[src/sv/uad_pkg.sv]
package uad_pkg;

  localparam int NumDecDigits = 10;
  localparam int NibW         = 4;
  localparam int BcdW         = NumDecDigits * NibW;
  localparam int ValW         = 32;
  localparam int BitsPerStep  = 4;
  localparam int ConvSteps    = ValW / BitsPerStep;
  localparam int StepW        = $clog2(ConvSteps);
  localparam int IdxW         = $clog2(NumDecDigits);

  localparam logic [6:0] AsciiZero   = 7'd48;
  localparam logic [6:0] AsciiLowerA = 7'd97;
  localparam logic [NibW-1:0] DecLimit = 4'd10;
  localparam logic [NibW-1:0] DabbleMin = 4'd5;
  localparam logic [NibW-1:0] DabbleAdd = 4'd3;

  localparam logic ModeDec = 1'b0;
  localparam logic ModeHex = 1'b1;

  typedef struct packed {
    logic [ValW-1:0] value;
    logic            mode;
  } req_t;

  typedef struct packed {
    logic [6:0] digit_char;
    logic       last_digit;
  } digit_t;

  typedef enum logic [1:0] {
    ST_IDLE,
    ST_CONV,
    ST_SIZE,
    ST_EMIT
  } state_t;

  typedef struct packed {
    logic load;
    logic conv;
    logic size;
    logic emit;
  } uad_cmd_t;

  typedef struct packed {
    logic conv_done;
    logic last;
  } uad_sts_t;

endpackage

[src/sv/uad_ctrl.sv]
module uad_ctrl (
  input  logic             clk,
  input  logic             rst,
  input  logic             req_valid,
  input  logic             req_mode,
  output logic             req_stall,
  output logic             digit_valid,
  input  logic             digit_stall,
  input  uad_pkg::uad_sts_t sts,
  output uad_pkg::uad_cmd_t cmd
);
  import uad_pkg::*;

  state_t state;
  state_t state_next;

  always_ff @(posedge clk) begin
    if (rst) begin
      state <= ST_IDLE;
    end else begin
      state <= state_next;
    end
  end

  always_comb begin
    state_next = state;
    case (state)
      ST_IDLE: begin
        if (req_valid) begin
          state_next = (req_mode == ModeHex) ? ST_SIZE : ST_CONV;
        end
      end
      ST_CONV: begin
        if (sts.conv_done) begin
          state_next = ST_SIZE;
        end
      end
      ST_SIZE: begin
        state_next = ST_EMIT;
      end
      ST_EMIT: begin
        if (!digit_stall && sts.last) begin
          state_next = ST_IDLE;
        end
      end
      default: begin
        state_next = ST_IDLE;
      end
    endcase
  end

  always_comb begin
    cmd         = '0;
    req_stall   = 1'b1;
    digit_valid = 1'b0;
    case (state)
      ST_IDLE: begin
        req_stall = 1'b0;
        cmd.load  = req_valid;
      end
      ST_CONV: begin
        cmd.conv = 1'b1;
      end
      ST_SIZE: begin
        cmd.size = 1'b1;
      end
      ST_EMIT: begin
        digit_valid = 1'b1;
        cmd.emit    = !digit_stall;
      end
      default: begin
        req_stall = 1'b1;
      end
    endcase
  end

endmodule

[src/sv/uad_dp.sv]
module uad_dp (
  input  logic             clk,
  input  uad_pkg::req_t    req,
  input  uad_pkg::uad_cmd_t cmd,
  output uad_pkg::uad_sts_t sts,
  output uad_pkg::digit_t  digit
);
  import uad_pkg::*;

  logic [BcdW-1:0]  digs;
  logic [BcdW-1:0]  digs_next;
  logic [ValW-1:0]  bin;
  logic [ValW-1:0]  bin_next;
  logic [StepW-1:0] step;
  logic [IdxW-1:0]  idx;
  logic [IdxW-1:0]  top_idx;
  logic [NibW-1:0]  nib;

  // double dabble, several bits per cycle
  always_comb begin
    logic [BcdW-1:0] b;
    logic [ValW-1:0] s;
    b = digs;
    s = bin;
    for (int st = 0; st < BitsPerStep; st++) begin
      for (int d = 0; d < NumDecDigits; d++) begin
        if (b[d*NibW +: NibW] >= DabbleMin) begin
          b[d*NibW +: NibW] = b[d*NibW +: NibW] + DabbleAdd;
        end
      end
      b = {b[BcdW-2:0], s[ValW-1]};
      s = {s[ValW-2:0], 1'b0};
    end
    digs_next = b;
    bin_next  = s;
  end

  // highest nonzero digit, zero value keeps one digit
  always_comb begin
    top_idx = '0;
    for (int d = 0; d < NumDecDigits; d++) begin
      if (digs[d*NibW +: NibW] != '0) begin
        top_idx = IdxW'(d);
      end
    end
  end

  always_ff @(posedge clk) begin
    if (cmd.load) begin
      digs <= (req.mode == ModeHex) ? BcdW'(req.value) : '0;
      bin  <= req.value;
      step <= '0;
    end else if (cmd.conv) begin
      digs <= digs_next;
      bin  <= bin_next;
      step <= step + 1'b1;
    end
    if (cmd.size) begin
      idx <= top_idx;
    end else if (cmd.emit) begin
      idx <= idx - 1'b1;
    end
  end

  always_comb begin
    nib = '0;
    for (int d = 0; d < NumDecDigits; d++) begin
      if (idx == IdxW'(d)) begin
        nib = digs[d*NibW +: NibW];
      end
    end
  end

  assign digit.digit_char = (nib < DecLimit) ? (AsciiZero + 7'(nib))
                                             : (AsciiLowerA + 7'(nib - DecLimit));
  assign digit.last_digit = (idx == '0);

  assign sts.conv_done = (step == StepW'(ConvSteps - 1));
  assign sts.last      = (idx == '0);

endmodule

[src/sv/unsigned_to_ascii_digits_top.sv]
// Unsigned 32-bit value to ASCII digits, decimal or lower-case hex.
//
// Request channel (req_valid / req_stall / req): one request carries a
// value and a mode (0 decimal, 1 hex). A request is taken when req_valid
// is high and req_stall low; req_stall stays high until the last digit
// of the current request has been taken.
// Digit channel (digit_valid / digit_stall / digit): one transfer per
// digit, most significant first, no leading zeros, last_digit set on the
// least significant one. A zero value gives a single '0'.
// Sequence: a hex request goes from acceptance to locating the leading
// digit, then the digit is presented; a decimal request first runs the
// double-dabble conversion at four bits per step, then the leading digit
// is located and the digit is presented.
// A new request is taken only from idle, after the last digit of the
// previous one is taken; one digit per cycle when unstalled.
// A stalled digit holds its value and the block simply waits.
// Reset (rst, synchronous) returns the controller to idle; any request in
// flight is dropped.
module unsigned_to_ascii_digits_top (
  input  logic            clk,
  input  logic            rst,
  input  logic            req_valid,
  output logic            req_stall,
  input  uad_pkg::req_t   req,
  output logic            digit_valid,
  input  logic            digit_stall,
  output uad_pkg::digit_t digit
);
  import uad_pkg::*;

  uad_cmd_t cmd;
  uad_sts_t sts;

  uad_ctrl u_ctrl (
    .clk        (clk),
    .rst        (rst),
    .req_valid  (req_valid),
    .req_mode   (req.mode),
    .req_stall  (req_stall),
    .digit_valid(digit_valid),
    .digit_stall(digit_stall),
    .sts        (sts),
    .cmd        (cmd)
  );

  uad_dp u_dp (
    .clk  (clk),
    .req  (req),
    .cmd  (cmd),
    .sts  (sts),
    .digit(digit)
  );

  // one request in flight: never take a request while digits are out
  a_one_in_flight: assert property (@(posedge clk) disable iff (rst)
    digit_valid |-> req_stall)
    else $error("request accepted while digits pending");

  // a taken non-final digit is followed by another digit
  a_run_continues: assert property (@(posedge clk) disable iff (rst)
    (digit_valid && !digit_stall && !digit.last_digit) |=> digit_valid)
    else $error("digit run broken before last digit");

  // the final digit ends the run
  a_run_ends: assert property (@(posedge clk) disable iff (rst)
    (digit_valid && !digit_stall && digit.last_digit) |=> !digit_valid)
    else $error("digit after last digit");

  // a new request produces no digit in the cycle after acceptance
  a_min_latency: assert property (@(posedge clk) disable iff (rst)
    (req_valid && !req_stall) |=> !digit_valid)
    else $error("digit too early after request");

endmodule

[config.mk]
export PLATFORM = sky130hd
export DESIGN_NAME = unsigned_to_ascii_digits_top
export DESIGN_NICKNAME = d
export VERILOG_FILES = /design/src/sv/uad_pkg.sv /design/src/sv/uad_ctrl.sv /design/src/sv/uad_dp.sv /design/src/sv/unsigned_to_ascii_digits_top.sv
export SDC_FILE = /design/constraint.sdc
export NUM_CORES = 1
export LEC_CHECK = 0
export ABC_AREA = 1
export ABC_CLOCK_PERIOD_IN_PS = 4500
export BUFFER_PORTS_ARGS = -buffer_cell sky130_fd_sc_hd__buf_4
export CAP_MARGIN = 20
export CORE_ASPECT_RATIO = 0.6
export CORE_MARGIN = 3
export CORE_UTILIZATION = 29
export CTS_CLUSTER_SIZE = 14
export DETAILED_ROUTE_END_ITERATION = 10
export GPL_TIMING_DRIVEN = 0
export MAX_ROUTING_LAYER = met4
export PLACE_DENSITY = 0.41
export SYNTH_ARGS = -nofsm -noshare
export SYNTH_HDL_FRONTEND = slang
export SYNTH_SLANG_ARGS = --single-unit
export TNS_END_PERCENT = 100
[constraint.sdc]
create_clock -name clk -period 4.5 [get_ports clk]
set_input_delay 0.45 -clock clk [delete_from_list [all_inputs] [get_ports clk]]
set_output_delay 0.45 -clock clk [all_outputs]
set_load 0.05 [all_outputs]
; ---- Word level (Yosys, flattened, before mapping)
; Cells that the tools add are included.
[classes]
add_sub_neg = 45
mux = 78
n_lt_le_gt_ge = 41
n_eq_ne = 16
reduce_logical = 16
[op_table]
columns = op, n
row1 = 2-to-1 mux 4 bit, 50
row2 = >= comparator 4 x 3 -> 1 bit (second input constant), 40
row3 = adder 4 x 2 -> 4 bit (second input constant), 36
row4 = 2-to-1 mux 32 bit, 3
row5 = 2-to-1 mux 40 bit, 2
row6 = nonzero test 4 bit, 9
row7 = 2-to-1 mux 3 bit, 8
row8 = equality test 4 x 3 -> 1 bit (second input constant), 4
row9 = adder 3 x 2 -> 3 bit (second input constant), 4
row10 = 2-to-1 mux 2 bit, 6
row11 = equality test 4 x 2 -> 1 bit (second input constant), 2
row12 = equality test 4 bit (second input constant), 2
row13 = case mux 2 bit (4 select lines), 1
row14 = adder 6 x 4 -> 7 bit (first input constant), 1
row15 = adder 7 bit (first input constant), 1
row16 = 2-to-1 mux 1 bit, 7
row17 = 2-to-1 mux 7 bit, 1
row18 = subtractor 4 x 4 -> 5 bit (second input constant), 1
row19 = equality test 2 bit (second input constant), 2
row20 = equality test 4 x 1 -> 1 bit (second input constant), 1
row21 = logical NOT 4 bit, 1
row22 = < comparator 4 bit (second input constant), 1
row23 = inequality test 2 bit (second input constant), 2
row24 = nonzero test 2 bit, 2
row25 = 9 further kinds, 9
[word_totals]
in_bits = 37
word_cells = 201
reg_bits = 81
output_inout_bits = 10

; ---- Depth between registers and ports, before layout
[depth]
ltp_word = 14
ltp_mapped = 27
mapped_depth_nobuf = 27

; ---- By module
; Synthesis repeated with hierarchy kept, for this count alone.
[unflattened]
hier_cells = 1262
hier_area_um2 = 8308.0
[by_module_without_submodules]
columns = mod, cells_per_inst, seq_area_each_um2, n_inst, area_per_inst_um2
row1 = uad_dp, 1221, 2342.2, 1, 8069.0
row2 = uad_ctrl, 41, 40.0, 1, 239.0

; ---- Least setup slack after synthesis
; No wires, ideal clock.
[synth_path]
path_kind = reg2out
startpoint = register u_dp.idx[0]
endpoint = output digit[1] (netlist bit)
arrival_ns = 3.999
n_path_buf = 0
setup_slack_ns = 0.051
stages_incl_launch_ff = 17
cell_sequence = edfxtp_1 > inv_1 > ha_1 > inv_1 > nor2_1 > a21oi_1 > o21bai_1 > nand2_1 > o211ai_1 > nand3_1 > nand2_1 > o22ai_1 > ha_1 > inv_1 > ha_1 > inv_1 > xor2_1
[synth_rtl]
columns = element, line
row1 = from (decl), uad_dp.sv:15  ; logic [IdxW-1:0] idx;
row2 = from (signal assigned), uad_dp.sv:59  ; idx <= top_idx;
row3 = from (signal assigned), uad_dp.sv:61  ; idx <= idx - 1'b1;
row4 = to (decl), unsigned_to_ascii_digits_top.sv:27  ; output uad_pkg::digit_t digit

==> flow_summary.yaml <==
critical_path:
  r2r_cells: 22
  end_kind: "output pin"
  r2r_end: "u_dp.digs[37]"
  worstSetupPathType: "reg -> out"
  endpoint: "digit[5]"
  r2r_slack_ns: 0.79
  cp.required_ns: 4.05
  cp.arrival_ns: 3.70
  r2r-start: "u_dp.digs[36]"
  start_kind: "register"
  critPathLaunch: "u_dp.idx[0]"
  cp_max_fo: 6
synthesis:
  synthMuxAreaShare: 0
  yosysSeqAreaShare: 0.284
  yosysTopAreaCellShare: 0.272
  synth_area_leader_cell: "edfxtp_1"
  synth_top_family_by_area: "simple AND/OR/NAND/NOR gates"
  synth-xor-area-share: 0.0148
  synth-simple-area-share: 0.425
  netlist_top_cells_area: "edfxtp_1 (27%), nand2_1 (18%), ha_1 (8.8%)"
  yosys.area_share.adder: 0.0880
  synth-compound-area-share: 0.0942
  yosysUniqueCellTypes: 50
  syn-num-nets: 1332
  ys_ff_latch: 81
  syn-mean-instance-area_um2: 6.78
  synth_warnings: 0
  synth_cells: 1236
  syn_area_um2: 8380
global_route:
  grt_pass1_wl_um: 40000
  met1_usage: 0.284
  grt.met2_usage: 0.223
  grt_pass1_vias: 7086
  gr-usage-all-layers: 0.172
  grt_start_max_net_pins: 52
  top_usage_layer: "met1"
  use_met3: 0.0187
  grt_overflow_total: 0
  antenna_found_initial: 0
floorplanning:
  dieArea_um2: 31100
  fp.dieW_um: 226
  die_h_um: 138
  start_util: 0.300
  fp-row-count: 47
  ios: 47
  core_um2: 28000
timing:
  hold_ws_ns: 0.276
  hold_viol: 0
  slew-limit-headroom: 0.410
  finalCriticalPeriod_ns: 4.15
  setup_viol: 0
  clock_skew_ns: 0.0112
  slew_viol_final: 0
  post-route-period-util: 0.923
  worst_slew_pin_slew_ns: 0.884
  fmax_mhz: 241
  rsz0062_at_grt: "false"
clocking:
  cts.sinks: 81
  cts_hold_buf: 0
  htreeDepth: 3
  clk_path_buf_depth: 2
  cts_tree: "yes"
  cts_buffers: 9
  clkTransAtPathRegs_ns: 0.06
  root_buffer: "clkbuf_16"
  insertion_delay_ns: 0.34
final_layout:
  area_growth_pct: 13.7
  final_cell_mix: "nand2_1 (400), inv_1 (171), nand3_1 (126)"
  layout_commonest_cell: "nand2_1"
  fin_nets: 1390
  drive_gt1_frac: 0.176
  stdcell_area_um2: 9530
  antenna_cells: 0
  fin_cells: 1665
placed_design:
  dp.cells: 1650
  place_area_um2: 9220
  routabilityCongestion: 0.815
  io_buffer_count: 46
  dp_hpwl_um: 20900
route:
  wirelength_um: 25500
  drt_iter0_drc: 512
  ant_nets: 0
  drtPass1Iterations: 5
  via_count: 7784
  wl_per_cell_um: 15.3
  drc: 0
  viasPerCell: 4.68
worst_hold_path:
  hp-start: "rst"
  hp-class: "in -> reg"
flow_run:
  maxCapViolCount: 0
run_status:
  run_status: "completed"
## layer usage
layer  wire length [um]  share of wire  vias up
li1                   -              -     4148
met1              15200           0.60     3505
met2               9390           0.37      127
met3                853          0.033        4
met4                 55         0.0022        0
met5                  0              0        -
## synthesized netlist by cell type (all sizes together)
library cell / number
nand3: 153
ha: 59
a21o: 3
o22ai: 13
nor3: 10
o21bai: 7
nor2: 56
inv: 192
nand3b: 7
clkbuf: 9
xor2: 10
buf: 5
clkinv: 3
a31oi: 1
xnor2: 2
or2: 5
a22oi: 1
o21ai: 68
o211ai: 5
a31o: 1
nand4: 24
nand2: 479
nor4: 1
o31ai: 1
a21oi: 27
dfxtp: 5
edfxtp: 76
and2: 9
a211oi: 2
a22o: 2
## layout make-up
class | count | area [um2]
Multi-Input combinational cell | 946 | 5240
Clock buffer | 10 | 229
Sequential cell | 81 | 2380
Tap cell | 367 | 459
Timing Repair Buffer | 47 | 373
Fill cell | 3045 | 18500
Clock inverter | 5 | 57.6
Buffer | 14 | 57.6
Inverter | 195 | 733
## worst min path at each step
| stage | end | slack [ns] | depth (start not counted) |
|---|---|---|---|
| CTS | u_ctrl.state[1] | 0.27 | 2 |
| finish | u_ctrl.state[1] | 0.28 | 2 |
| detailed placement | u_dp.step[1] | 0.50 | 2 |
| global placement | u_dp.step[1] | 0.49 | 2 |
| global route | u_ctrl.state[1] | 0.27 | 2 |
| floorplan | u_dp.step[1] | 0.47 | 2 |
## flip-flops by register name, summed over array words and instances, names as in the netlist
signal / count
u_dp.step: 3
u_ctrl.state: 2
u_dp.digs: 40
u_dp.idx: 4
u_dp.bin: 32
## worst max-delay path: stages, from the launching register on
cell and delay [ns]:
edfxtp_1 0.41, inv_1 0.12, ha_1 0.24, inv_1 0.23, nor2_2 0.14, a21oi_1 0.31
o21bai_1 0.13, nand2_1 0.09, o211ai_1 0.09, nand3_1 0.08, nand2_1 0.07, o22ai_2 0.23
ha_1 0.20, inv_1 0.04, ha_1 0.28, inv_1 0.05, nor3_1 0.26, nand3_1 0.12
nand3_1 0.09, buf_4 0.20
## kinds of logic (layout without fill, tap and decap cells)
family          Yosys count  in the layout
buf+inv                 209            271
fa+ha+maj                59             59
simple gates            744            744
compound gates          131            131
xor+xnor                 12             12
flops                    81             81
## per-stage QoR
stage	setup TNS (ns)	util	worst slack, ns
after floorplan	0	-	0.0515
after global placement	-8.30	0.328	-0.124
after detailed placement	0	0.330	0.484
after CTS	0	0.340	0.122
after global routing	0	0.341	0.0286
final	0	0.341	0.348
## timing repair
action,in CTS,in global routing
gates resized for setup,0,6
setup buffers,0,0
endpoints found under the setup margin,0,2
Power is not shown: default switching activity piles up to over one toggle a cycle in this logic, so the estimate is an artifact.
